$ cat config.mk
export PLATFORM = sky130hd
export DESIGN_NAME = tcp_congestion_window_controller_top_flat
export DESIGN_NICKNAME = d
export VERILOG_FILES = /design/src/cwc_pkg.sv /design/src/cwc_if.sv /design/src/cwc_cfg_regs.sv /design/src/cwc_core.sv /design/src/tcp_congestion_window_controller_top.sv /design/src/flat_wrapper.sv
export SDC_FILE = /design/constraint.sdc
export NUM_CORES = 1
export LEC_CHECK = 0
export BUFFER_PORTS_ARGS = -buffer_cell sky130_fd_sc_hd__buf_4
export CAP_MARGIN = 20
export CORE_AREA = 2 2 143 145
export DETAILED_ROUTE_END_ITERATION = 6
export DIE_AREA = 0 0 145 147
export PLACE_DENSITY = 0.69
export SYNTH_ARGS = -nofsm -noshare
export SYNTH_HDL_FRONTEND = slang
export SYNTH_SLANG_ARGS = --single-unit
$ cat constraint.sdc
create_clock -name clk -period 12.7 [get_ports clk]
set_input_delay 0 -clock clk [delete_from_list [all_inputs] [get_ports clk]]
set_output_delay 0 -clock clk [all_outputs]
set_load 0.02 [all_outputs]
$ cat src/cwc_pkg.sv
// Shared types, codes and helpers of the congestion window controller.
// No dependencies; the register file, core, top and bench refer to it by scoped names.
package cwc_pkg;

	// Default size of the sequence number space (range 4 to 64)
	localparam int SEQ_SPACE_DEF = 64;

	// Configuration register map
	localparam int CFG_IDX_W = 1;
	localparam logic [CFG_IDX_W-1:0] REG_MAX_CWND      = 1'd0;
	localparam logic [CFG_IDX_W-1:0] REG_INIT_SSTHRESH = 1'd1;

	localparam logic [7:0] MAX_CWND_RST      = 8'd64;
	localparam logic [7:0] INIT_SSTHRESH_RST = 8'd40;

	// Request types
	localparam logic [1:0] REQ_SEND    = 2'd0;
	localparam logic [1:0] REQ_ACK     = 2'd1;
	localparam logic [1:0] REQ_TIMEOUT = 2'd2;

	// Mode codes as reported on cc_mode
	localparam logic [1:0] CC_SLOW_START = 2'd0;
	localparam logic [1:0] CC_AVOIDANCE  = 2'd1;
	localparam logic [1:0] CC_FAST_RECOV = 2'd2;

	localparam logic [7:0] DUP_ACK_LIMIT = 8'd3;

	typedef enum logic [2:0] {
		MODE_SS = 3'b001,
		MODE_CA = 3'b010,
		MODE_FR = 3'b100
	} mode_t;

	typedef struct packed {
		logic [1:0] req_type;
		logic [7:0] queued_count;
		logic [5:0] ack_number;
	} item_t;

	typedef struct packed {
		logic [5:0] first_seqno;
		logic [5:0] granted_count;
		logic       is_duplicate;
		logic [5:0] acked_count;
		logic [7:0] window_size;
		logic [7:0] slow_start_threshold;
		logic [1:0] cc_mode;
		logic [5:0] packets_in_flight;
	} result_t;

	function automatic logic [7:0] sat_window(logic [8:0] v, logic [7:0] lim);
		return (v > {1'b0, lim}) ? lim : v[7:0];
	endfunction

	function automatic logic [1:0] mode_code(mode_t m);
		logic [1:0] c;
		case (m)
			MODE_CA: c = CC_AVOIDANCE;
			MODE_FR: c = CC_FAST_RECOV;
			default: c = CC_SLOW_START;
		endcase
		return c;
	endfunction

endpackage

$ cat src/cwc_if.sv
// Valid/ready channel interfaces for requests and results.
// Does not depend on cwc_pkg; the field widths are fixed here.
interface cwc_req_if;
	logic       valid;
	logic       ready;
	logic [1:0] req_type;
	logic [7:0] queued_count;
	logic [5:0] ack_number;

	modport source(output valid, req_type, queued_count, ack_number, input ready);
	modport sink(input valid, req_type, queued_count, ack_number, output ready);
endinterface

interface cwc_res_if;
	logic       valid;
	logic       ready;
	logic [5:0] first_seqno;
	logic [5:0] granted_count;
	logic       is_duplicate;
	logic [5:0] acked_count;
	logic [7:0] window_size;
	logic [7:0] slow_start_threshold;
	logic [1:0] cc_mode;
	logic [5:0] packets_in_flight;

	modport source(output valid, first_seqno, granted_count, is_duplicate, acked_count,
		window_size, slow_start_threshold, cc_mode, packets_in_flight, input ready);
	modport sink(input valid, first_seqno, granted_count, is_duplicate, acked_count,
		window_size, slow_start_threshold, cc_mode, packets_in_flight, output ready);
endinterface

$ cat src/cwc_cfg_regs.sv
// Configuration register file of the congestion window controller.
// Depends on cwc_pkg for the register map and reset values.
module cwc_cfg_regs (
	input  logic                          clk,
	input  logic                          arst_n,
	input  logic                          we,
	input  logic [cwc_pkg::CFG_IDX_W-1:0] index,
	input  logic [7:0]                    wdata,
	output logic [7:0]                    max_cwnd
);

	logic [7:0] max_cwnd_q;

	always_ff @(posedge clk or negedge arst_n) begin
		if (!arst_n) begin
			max_cwnd_q <= cwc_pkg::MAX_CWND_RST;
		end else if (we) begin
			case (index)
				cwc_pkg::REG_MAX_CWND: begin
					max_cwnd_q <= wdata;
				end
				// threshold is seeded only by reset, from the register's reset value
				cwc_pkg::REG_INIT_SSTHRESH: begin
				end
				default: begin
				end
			endcase
		end
	end

	assign max_cwnd = max_cwnd_q;

endmodule

$ cat src/cwc_core.sv
// Congestion state (window, threshold, mode, sequence tracking) and its
// registered update for one request, taken when en is high. Depends on cwc_pkg.
module cwc_core #(
	parameter int SEQ_SPACE = cwc_pkg::SEQ_SPACE_DEF
) (
	input  logic              clk,
	input  logic              arst_n,
	input  logic              en,
	input  cwc_pkg::item_t    item,
	input  logic [7:0]        max_cwnd,
	output cwc_pkg::result_t  res
);

	localparam int SW = $clog2(SEQ_SPACE);
	localparam logic [SW:0]   SPACE        = (SW+1)'(SEQ_SPACE);
	localparam logic [SW-1:0] LAST_SEQ     = SW'(SEQ_SPACE - 1);
	localparam logic [5:0]    LAST_ACK_RST = 6'((SEQ_SPACE - 1) % 64);
	localparam logic [8:0]    SPACE9       = 9'(SEQ_SPACE);

	logic [7:0]      cwnd_q, cwnd_n;
	logic [7:0]      ssthresh_q, ssthresh_n;
	cwc_pkg::mode_t  mode_q, mode_n;
	logic [7:0]      dup_q, dup_n;
	logic [5:0]      last_ack_q, last_ack_n;
	logic [SW-1:0]   next_seq_q, next_seq_n;
	logic [SW-1:0]   inflight_q, inflight_n;

	logic [7:0]      lim;
	logic [SW-1:0]   free_slots;
	logic [7:0]      g_min;
	logic [SW-1:0]   granted;
	logic [SW:0]     seq_sum;
	logic [SW-1:0]   seq_adv;
	logic [SW:0]     old_diff, dist_diff;
	logic [SW-1:0]   oldest, ack_dist, ack_sw, rel_cnt;
	logic            ack_in_rng, ack_dup;
	logic [7:0]      dup_inc;

	always_comb begin
		lim = (max_cwnd == 8'd0) ? 8'd1 : max_cwnd;

		// send: grant min(window, queued, free slots)
		free_slots = LAST_SEQ - inflight_q;
		g_min = (item.queued_count < cwnd_q) ? item.queued_count : cwnd_q;
		granted = (8'(free_slots) < g_min) ? free_slots : SW'(g_min);
		seq_sum = {1'b0, next_seq_q} + {1'b0, granted};
		seq_adv = (seq_sum >= SPACE) ? SW'(seq_sum - SPACE) : seq_sum[SW-1:0];

		// ack: in-flight numbers end just before next_seq
		ack_in_rng = {3'b0, item.ack_number} < SPACE9;
		ack_sw = SW'(item.ack_number);
		old_diff = {1'b0, next_seq_q} + SPACE - {1'b0, inflight_q};
		oldest = (old_diff >= SPACE) ? SW'(old_diff - SPACE) : old_diff[SW-1:0];
		dist_diff = {1'b0, ack_sw} + SPACE - {1'b0, oldest};
		ack_dist = (dist_diff >= SPACE) ? SW'(dist_diff - SPACE) : dist_diff[SW-1:0];
		rel_cnt = (ack_in_rng && (ack_dist < inflight_q)) ? ack_dist + SW'(1) : '0;
		ack_dup = (item.ack_number == last_ack_q);
		dup_inc = (dup_q == 8'hFF) ? dup_q : dup_q + 8'd1;
	end

	always_comb begin
		cwnd_n     = cwnd_q;
		ssthresh_n = ssthresh_q;
		mode_n     = mode_q;
		dup_n      = dup_q;
		last_ack_n = last_ack_q;
		next_seq_n = next_seq_q;
		inflight_n = inflight_q;
		res        = '0;

		case (item.req_type)
			cwc_pkg::REQ_SEND: begin
				res.first_seqno   = 6'(next_seq_q);
				res.granted_count = 6'(granted);
				next_seq_n        = seq_adv;
				inflight_n        = inflight_q + granted;
			end
			cwc_pkg::REQ_ACK: begin
				if (ack_dup) begin
					res.is_duplicate = 1'b1;
					dup_n = dup_inc;
					if (mode_q == cwc_pkg::MODE_FR) begin
						cwnd_n = cwc_pkg::sat_window({1'b0, cwnd_q} + 9'd1, lim);
					end else if (dup_inc == cwc_pkg::DUP_ACK_LIMIT) begin
						mode_n     = cwc_pkg::MODE_FR;
						ssthresh_n = cwnd_q >> 1;
						cwnd_n     = cwc_pkg::sat_window({1'b0, cwnd_q} + 9'd3, lim);
					end
				end else begin
					res.acked_count = 6'(rel_cnt);
					inflight_n = inflight_q - rel_cnt;
					last_ack_n = item.ack_number;
					dup_n      = '0;
					if (mode_q == cwc_pkg::MODE_SS) begin
						cwnd_n = cwc_pkg::sat_window({1'b0, cwnd_q} + 9'(rel_cnt), lim);
						if (cwnd_n >= ssthresh_q) begin
							mode_n = cwc_pkg::MODE_CA;
						end
					end else if (mode_q == cwc_pkg::MODE_FR) begin
						mode_n = cwc_pkg::MODE_CA;
						cwnd_n = cwc_pkg::sat_window({1'b0, ssthresh_q}, lim);
					end
				end
			end
			cwc_pkg::REQ_TIMEOUT: begin
				mode_n     = cwc_pkg::MODE_SS;
				ssthresh_n = cwnd_q >> 1;
				cwnd_n     = 8'd1;
				dup_n      = '0;
			end
			default: begin
			end
		endcase

		res.window_size          = cwnd_n;
		res.slow_start_threshold = ssthresh_n;
		res.cc_mode              = cwc_pkg::mode_code(mode_n);
		res.packets_in_flight    = 6'(inflight_n);
	end

	always_ff @(posedge clk or negedge arst_n) begin
		if (!arst_n) begin
			cwnd_q     <= 8'd1;
			ssthresh_q <= cwc_pkg::INIT_SSTHRESH_RST;
			mode_q     <= cwc_pkg::MODE_SS;
			dup_q      <= '0;
			last_ack_q <= LAST_ACK_RST;
			next_seq_q <= '0;
			inflight_q <= '0;
		end else if (en) begin
			cwnd_q     <= cwnd_n;
			ssthresh_q <= ssthresh_n;
			mode_q     <= mode_n;
			dup_q      <= dup_n;
			last_ack_q <= last_ack_n;
			next_seq_q <= next_seq_n;
			inflight_q <= inflight_n;
		end
	end

endmodule

$ cat src/tcp_congestion_window_controller_top.sv
// Sender-side Reno-style congestion window controller. Every request (send,
// ack or timeout) yields exactly one result: the request is registered in
// stage 1, and when stage 1 advances the window state is updated and the
// result is caught in an output register at the same clock edge. A new
// request is accepted every cycle while results are taken; a stalled result
// holds one request in the input register before ready drops. Sequence
// numbers wrap at SEQ_SPACE (4 to 64). Write configuration only while no
// request is outstanding.
// Depends on cwc_pkg, cwc_if, cwc_cfg_regs and cwc_core.
module tcp_congestion_window_controller_top #(
	parameter int SEQ_SPACE = cwc_pkg::SEQ_SPACE_DEF
) (
	input  logic                          clk,
	input  logic                          arst_n,
	cwc_req_if.sink                       req,
	cwc_res_if.source                     res,
	input  logic                          cfg_we,
	input  logic [cwc_pkg::CFG_IDX_W-1:0] cfg_index,
	input  logic [7:0]                    cfg_wdata
);

	logic               valid_s1, valid_s2;
	cwc_pkg::item_t     item_s1;
	cwc_pkg::result_t   result_s2, core_res;
	logic               advance;
	logic [7:0]         max_cwnd;

	cwc_cfg_regs u_cfg (
		.clk      (clk),
		.arst_n   (arst_n),
		.we       (cfg_we),
		.index    (cfg_index),
		.wdata    (cfg_wdata),
		.max_cwnd (max_cwnd)
	);

	cwc_core #(
		.SEQ_SPACE (SEQ_SPACE)
	) u_core (
		.clk      (clk),
		.arst_n   (arst_n),
		.en       (advance),
		.item     (item_s1),
		.max_cwnd (max_cwnd),
		.res      (core_res)
	);

	// stage 1 moves on when the result register is free or being drained
	assign advance   = valid_s1 && (!valid_s2 || res.ready);
	assign req.ready = !valid_s1 || advance;

	always_ff @(posedge clk or negedge arst_n) begin
		if (!arst_n) begin
			valid_s1 <= 1'b0;
			valid_s2 <= 1'b0;
		end else begin
			if (req.valid && req.ready) begin
				valid_s1 <= 1'b1;
			end else if (advance) begin
				valid_s1 <= 1'b0;
			end
			if (advance) begin
				valid_s2 <= 1'b1;
			end else if (res.ready) begin
				valid_s2 <= 1'b0;
			end
		end
	end

	always_ff @(posedge clk) begin
		if (req.valid && req.ready) begin
			item_s1.req_type     <= req.req_type;
			item_s1.queued_count <= req.queued_count;
			item_s1.ack_number   <= req.ack_number;
		end
		if (advance) begin
			result_s2 <= core_res;
		end
	end

	assign res.valid                = valid_s2;
	assign res.first_seqno          = result_s2.first_seqno;
	assign res.granted_count        = result_s2.granted_count;
	assign res.is_duplicate         = result_s2.is_duplicate;
	assign res.acked_count          = result_s2.acked_count;
	assign res.window_size          = result_s2.window_size;
	assign res.slow_start_threshold = result_s2.slow_start_threshold;
	assign res.cc_mode              = result_s2.cc_mode;
	assign res.packets_in_flight    = result_s2.packets_in_flight;

endmodule

$ cat src/flat_wrapper.sv
// flat-port wrapper written by rule: the top's interface ports become plain ports
module tcp_congestion_window_controller_top_flat 
#(
	parameter int SEQ_SPACE = cwc_pkg::SEQ_SPACE_DEF
)
  (clk, arst_n, cfg_we, cfg_index, cfg_wdata, req_valid, req_req_type, req_queued_count, req_ack_number, req_ready, res_valid, res_first_seqno, res_granted_count, res_is_duplicate, res_acked_count, res_window_size, res_slow_start_threshold, res_cc_mode, res_packets_in_flight, res_ready);
  cwc_req_if req_i ();
  cwc_res_if res_i ();
  input  logic clk;
  input  logic arst_n;
  input  logic cfg_we;
  input  logic [cwc_pkg::CFG_IDX_W-1:0] cfg_index;
  input  logic [7:0] cfg_wdata;
  input wire logic [$bits(req_i.valid)-1:0] req_valid;
  input wire logic [$bits(req_i.req_type)-1:0] req_req_type;
  input wire logic [$bits(req_i.queued_count)-1:0] req_queued_count;
  input wire logic [$bits(req_i.ack_number)-1:0] req_ack_number;
  output wire logic [$bits(req_i.ready)-1:0] req_ready;
  output wire logic [$bits(res_i.valid)-1:0] res_valid;
  output wire logic [$bits(res_i.first_seqno)-1:0] res_first_seqno;
  output wire logic [$bits(res_i.granted_count)-1:0] res_granted_count;
  output wire logic [$bits(res_i.is_duplicate)-1:0] res_is_duplicate;
  output wire logic [$bits(res_i.acked_count)-1:0] res_acked_count;
  output wire logic [$bits(res_i.window_size)-1:0] res_window_size;
  output wire logic [$bits(res_i.slow_start_threshold)-1:0] res_slow_start_threshold;
  output wire logic [$bits(res_i.cc_mode)-1:0] res_cc_mode;
  output wire logic [$bits(res_i.packets_in_flight)-1:0] res_packets_in_flight;
  input wire logic [$bits(res_i.ready)-1:0] res_ready;
  assign req_i.valid = req_valid;
  assign req_i.req_type = req_req_type;
  assign req_i.queued_count = req_queued_count;
  assign req_i.ack_number = req_ack_number;
  assign req_ready = req_i.ready;
  assign res_valid = res_i.valid;
  assign res_first_seqno = res_i.first_seqno;
  assign res_granted_count = res_i.granted_count;
  assign res_is_duplicate = res_i.is_duplicate;
  assign res_acked_count = res_i.acked_count;
  assign res_window_size = res_i.window_size;
  assign res_slow_start_threshold = res_i.slow_start_threshold;
  assign res_cc_mode = res_i.cc_mode;
  assign res_packets_in_flight = res_i.packets_in_flight;
  assign res_i.ready = res_ready;
  tcp_congestion_window_controller_top #(.SEQ_SPACE(SEQ_SPACE)) u_core (.clk(clk), .arst_n(arst_n), .req(req_i), .res(res_i), .cfg_we(cfg_we), .cfg_index(cfg_index), .cfg_wdata(cfg_wdata));
endmodule
==> results of run 1 <==
-- cell families after synthesis --
logic type	after synthesis	synth area share (%)
compound gates	277	21.62
xor+xnor	47	4.828
fa+ha+maj	100	14.71
buf+inv	100	4.501
flops	114	35.88
mux	40	4.700
simple gates	245	13.76
-- state kept, by name, indices dropped and copies added (netlist names), 8 cells and up --
| name | count |
|---|---|
| u_core.item_s1 | 16 |
| u_core.res.slow_start_threshold | 8 |
| u_core.res.window_size | 8 |
| u_core.u_cfg.max_cwnd | 8 |
| u_core.u_core.cwnd_q | 8 |
| u_core.u_core.dup_q | 8 |
| u_core.u_core.ssthresh_q | 8 |
-- cell type report --
cell class | count | share of cell area (%)
repair buffers | 112 | 8.705
clock inverters | 15 | 1.629
multi-input cells | 709 | 49.93
clock buffers | 17 | 4.043
inverters | 68 | 2.426
well taps | 270 | 3.211
flip-flops and latches | 114 | 30.05
-- metrics by stage --
step                      area, um^2  std cells  utilization (%)  hold WS [ps]
after CTS                      10520       1305            53.02        0.7631
after detailed placement        9624       1243            48.50         138.1
after global placement          9624       1243            48.50         138.2
after global routing           10520       1305            53.02         47.74
final                          10520       1305            53.02         2.407
after floorplan                 8812        923                -        -295.6
-- worst max-delay path: cells and delay by family, from the launching register on --
family                     cells  cell delay [ps]
adders and majority gates      6             1660
AOI/OAI and AO/OA             18             4270
xor gates and xnor gates       3              530
DFF                            1              540
and+or+nand+nor                7             1090
buffers and inverters          2              300
-- path summary, 6_finish.rpt --
kind	endpoint	slack, ps
max	u_core.res.cc_mode[1]$_DFFE_PP_	4120
min	u_core.u_cfg.max_cwnd[3]$_DFFE_PN0P_	2
max reg2reg	u_core.res.cc_mode[1]$_DFFE_PP_	4120
min reg2reg	u_core.u_core.last_ack_q[1]$_DFFE_PN1P_	490
max in group asynchronous	u_core.u_core.inflight_q[3]$_DFFE_PN0P_	11970
min in group asynchronous	u_core.u_core.dup_q[2]$_DFFE_PN0P_	180
-- repair_timing --
action	in CTS	in global routing
resized for setup	0	0
hold endpoints to repair	70	0
hold buffers	30	0
-- layout by cell type, fill, tap and decap left out, types with 30 or more instances in the layout --
| cell | synthesis | final |
|---|---|---|
| inv_1 | 68 | 67 |
| dfrtp_1 | 44 | 44 |
| mux2i_1 | 32 | 32 |
| nand2_1 | 72 | 72 |
| a21oi_1 | 58 | 58 |
| dlygate4sd3_1 | 0 | 30 |
| ha_1 | 94 | 94 |
| buf_4 | 3 | 82 |
| edfxtp_1 | 59 | 59 |
| o21ai_0 | 62 | 62 |
| nor2_1 | 60 | 60 |
-- routing by layer --
metal	routed length [um]	track usage (%)	vias up	share of wire, %
li1	-	-	3622	-
met1	11460	32.99	3601	46
met2	10590	35.00	354	43
met3	1935	5.155	68	7.8
met4	771	9.950	0	3.1
met5	0	0	-	0
==> flow_summary.json, run 1 <==
{
  "synth.most_common_cell": "ha_1",
  "fin_skew_ps": 12.23,
  "crit_slowest_cell": "a2111oi_0",
  "period_needed_ps": 8584,
  "crit_fanout": 8,
  "setup_viol": 0,
  "synth_top_area_share_pct": 20.11,
  "die_y_um": 147,
  "avgSynthCellArea_um2": 9.547,
  "cap_violations": 0,
  "worst_setup_path_start_kind": "register",
  "worst_pin_slew_ps": 1183,
  "ys_seq_elements": 114,
  "multi_input_area_mm2": 0.005254,
  "hold_class": "in2reg",
  "rsz0062_at_grt": "no",
  "r2r_start": "u_core.u_core.inflight_q[1]$_DFFE_PN0P_",
  "pre_cts_slack_ps": 4293,
  "start_util_pct": 44.41,
  "yosysUniqueCellTypes": 77,
  "die_x_um": 145,
  "ios": 75,
  "numClockSinks": 114,
  "setup_ws_ps": 4116,
  "fmax_ghz": 0.1165,
  "grtUsageTotal_pct": 23.47,
  "syn2layout_area_growth_pct": 19.39,
  "place_congestion": 0.9919,
  "final_nets": 1152,
  "synthArstFlopShare_pct": 48.25,
  "clock_latency_ps": 430,
  "antenna_found_initial": 0,
  "port_buffers": 74,
  "vias_per_cell": 5.858,
  "grt_max_degree": 57,
  "numCtsBuffers": 17,
  "synth_commonest_cells": "94 x ha_1, 72 x nand2_1, 68 x inv_1",
  "first_pass_iters": 5,
  "finalHoldViolations": 0,
  "cp.arrival_ps": 8840,
  "synth_warnings": 0,
  "n_antenna_cell": 0,
  "slew_violations": 0,
  "drive_gt1_share_pct": 15.27,
  "netlist_area_mm2": 0.008812,
  "grt_pass1_wl_um": 39250,
  "routed_wirelength_um": 24760,
  "hp-start": "cfg_index",
  "clock_path_buffers": 2,
  "yosys-top-cells-area": "edfxtp_1 20%, ha_1 13%, dfrtp_1 12%",
  "mappedNetlistNets": 1053,
  "syn_inst": 923,
  "critPathRequiredTime_ps": 12960,
  "wire_per_inst_um": 18.97,
  "cts.reportedPaths.clkPinSlew_ps": 60,
  "status": "finished, final reports clean",
  "critical_path.startpoint": "u_core.u_core.inflight_q[1]$_DFFE_PN0P_",
  "vias": 7645,
  "tritoncts": "yes",
  "core_mm2": 0.01984,
  "ant_nets": 0,
  "grt-ovfl-total": 0,
  "drt_iter0_markers": 706,
  "setup-tns-final_ps": 0,
  "postCtsSetupRepairBufs": 0,
  "cpMostUsedCell": "ha_1",
  "synth_ff_type": "edfxtp_1",
  "grt_pass1_vias": 7384,
  "dp_hpwl_um": 17810,
  "n_fill_cell": 1756,
  "drcViolationCount": 0,
  "slew_headroom_pct": 20.75,
  "ys_seq_area_share_pct": 35.88,
  "register_area_mm2": 0.003162,
  "clock-root-buffer": "clkbuf_16",
  "htree_levels": 4,
  "synth_area_leader_cell": "edfxtp_1",
  "end_kind": "register",
  "r2r_cells": 36,
  "hold_depth": 3,
  "max_stage_delay_ps": 750,
  "finalCritPeriodShare_pct": 67.59,
  "die-area_mm2": 0.02132,
  "path_class": "reg2reg",
  "synth_edf_count": 59,
  "rows": 52
}
Power of run 1 is not shown: default switching activity piles up to over one toggle a cycle in this logic, so the estimate is an artifact.
==> inputs of run 2 (changes only) <==
clock period = 8 ns   (was 12.7 ns; I/O delays follow)
==> run 2 against run 1 <==
Against the previous run: sequential share of layout area decreased by 0.34 points; critical path type unchanged; largest cell class unchanged; clock-buffer cell count is 1 higher; highest routed layer unchanged; non-clock buffer count grew 12; final area is 1.1% higher; flip-flop and latch count did not move; setup slack got worse by 3600 ps; die area stayed put; utilization increased by 0.60 points; wire length increased by 0.48%.
==> flow_summary.json, run 2 (synthesis results as in run 1) <==
{
  "n_fill_cell": 1768,
  "grt_pass1_vias": 7089,
  "routed_wirelength_um": 24880,
  "finalCritPeriodShare_pct": 93.53,
  "cp.arrival_ps": 7670,
  "grt_pass1_wl_um": 39160,
  "grtUsageTotal_pct": 23.62,
  "setup_ws_ps": 517.6,
  "n_antenna_cell": 0,
  "period_needed_ps": 7482,
  "path_buf_inv": 4,
  "crit_fanout": 6,
  "vias_per_cell": 5.756,
  "pre_cts_slack_ps": 231.6,
  "crit_family": "adder cells",
  "setup_viol": 0,
  "dp_hpwl_um": 18100,
  "wire_per_inst_um": 18.89,
  "die_x_um": 145,
  "largest_reg_flops": 16,
  "cpMostUsedCell": "ha_1",
  "vias": 7581,
  "ant_nets": 0,
  "worst_pin_slew_ps": 1095,
  "drive_gt1_share_pct": 17.57,
  "slew_headroom_pct": 26.75,
  "final_nets": 1164,
  "antenna_found_initial": 1,
  "hold_depth": 4,
  "cap_violations": 0,
  "tritoncts": "yes",
  "place_congestion": 0.9451,
  "htree_levels": 4,
  "port_buffers": 74,
  "r2r_cells": 40,
  "core_mm2": 0.01984,
  "numCtsBuffers": 17,
  "critPathRequiredTime_ps": 8180,
  "top_register": "u_core.item_s1",
  "grt-ovfl-total": 0,
  "worst_setup_path_start_kind": "register",
  "first_pass_iters": 6,
  "hold_class": "in2reg",
  "die_y_um": 147,
  "register_area_mm2": 0.003162,
  "numClockSinks": 114,
  "ios": 75,
  "final_common_cell": "buf_4",
  "clock_path_buffers": 2,
  "max_stage_delay_ps": 400,
  "die-area_mm2": 0.02132,
  "drcViolationCount": 0,
  "multi_input_area_mm2": 0.005319,
  "drt_iter0_markers": 683,
  "clock_latency_ps": 430,
  "cts.reportedPaths.clkPinSlew_ps": 60,
  "grt_max_degree": 58,
  "end_kind": "register",
  "path_class": "reg2reg",
  "status": "finished, final reports clean",
  "start_util_pct": 44.41,
  "syn2layout_area_growth_pct": 20.74,
  "final_cell_mix": "95 x buf_4, 94 x ha_1, 70 x nand2_1, 66 x inv_1, 60 x nor2_1",
  "crit_slowest_cell": "dfrtp_1",
  "fin_skew_ps": 11.48,
  "crit_cells": 40,
  "clock-root-buffer": "clkbuf_16",
  "fmax_ghz": 0.1336,
  "rows": 52,
  "finalHoldViolations": 0,
  "slew_violations": 0
}
-- run 2: changes by cell type in the layout (fill, tap and decap cells not counted), sizes merged --
cell	delta
clkinv	+3
clkbuf	+1
buf	+13
clkinvlp	+1
dlygate4sd3	-1
inv	-4
bufinv	-1
-- run 2: cell type report --
cell class,count,area share (%)
clock inverters,14,1.258
repair buffers,124,9.431
inverters,68,2.399
flip-flops and latches,114,29.72
multi-input cells,709,49.99
well taps,270,3.175
clock buffers,18,4.033
-- run 2: stage by stage --
stage	TNS (ps)	hold slack, ps	utilization [%]	instance area, um^2	instances
3_3_place_gp	0	148.2	48.88	9699	1253
6_report	0	9.971	53.62	10640	1317
4_1_cts	0	8.169	53.18	10550	1314
2_1_floorplan	0	-295.6	-	8812	923
5_1_grt	-51.81	82.33	53.62	10640	1317
3_5_place_dp	0	133.8	48.88	9699	1253
-- run 2: timing repair --
action,in CTS,in global routing
hold endpoints to repair,70,0
gates resized for setup,0,21
endpoints found under the setup margin,0,4
setup buffers,0,3
hold buffers,29,0
-- run 2: path summary, 6_finish.rpt --
| check | startpoint | to | slack, ps |
|---|---|---|---|
| worst max-delay path | u_core.u_core.next_seq_q[0]$_DFFE_PN0P_ | u_core.res.cc_mode[0]$_DFFE_PP_ | 520 |
| worst min-delay path | cfg_index | u_core.u_cfg.max_cwnd[2]$_DFFE_PN0P_ | 10 |
| worst max register to register | u_core.u_core.next_seq_q[0]$_DFFE_PN0P_ | u_core.res.cc_mode[0]$_DFFE_PP_ | 520 |
| worst min register to register | u_core.u_core.last_ack_q[0]$_DFFE_PN1P_ | u_core.u_core.last_ack_q[0]$_DFFE_PN1P_ | 490 |
| max in group asynchronous | arst_n | u_core.u_core.inflight_q[0]$_DFFE_PN0P_ | 7280 |
| min in group asynchronous | arst_n | u_core.u_core.dup_q[4]$_DFFE_PN0P_ | 180 |
-- run 2: routing by layer --
metal | share of wire [%] | track usage (%)
met1 | 46 | 33.60
met2 | 43 | 35.38
met3 | 8.1 | 5.621
met4 | 2.5 | 8.020
met5 | 0 | 0
-- run 2: worst min-delay path, stage by stage --
cell and delay, ps:
buf_4 70, nor2b_1 150, nand2_1 110, o21ai_0 60
Power of run 2 is left out for the same reason.
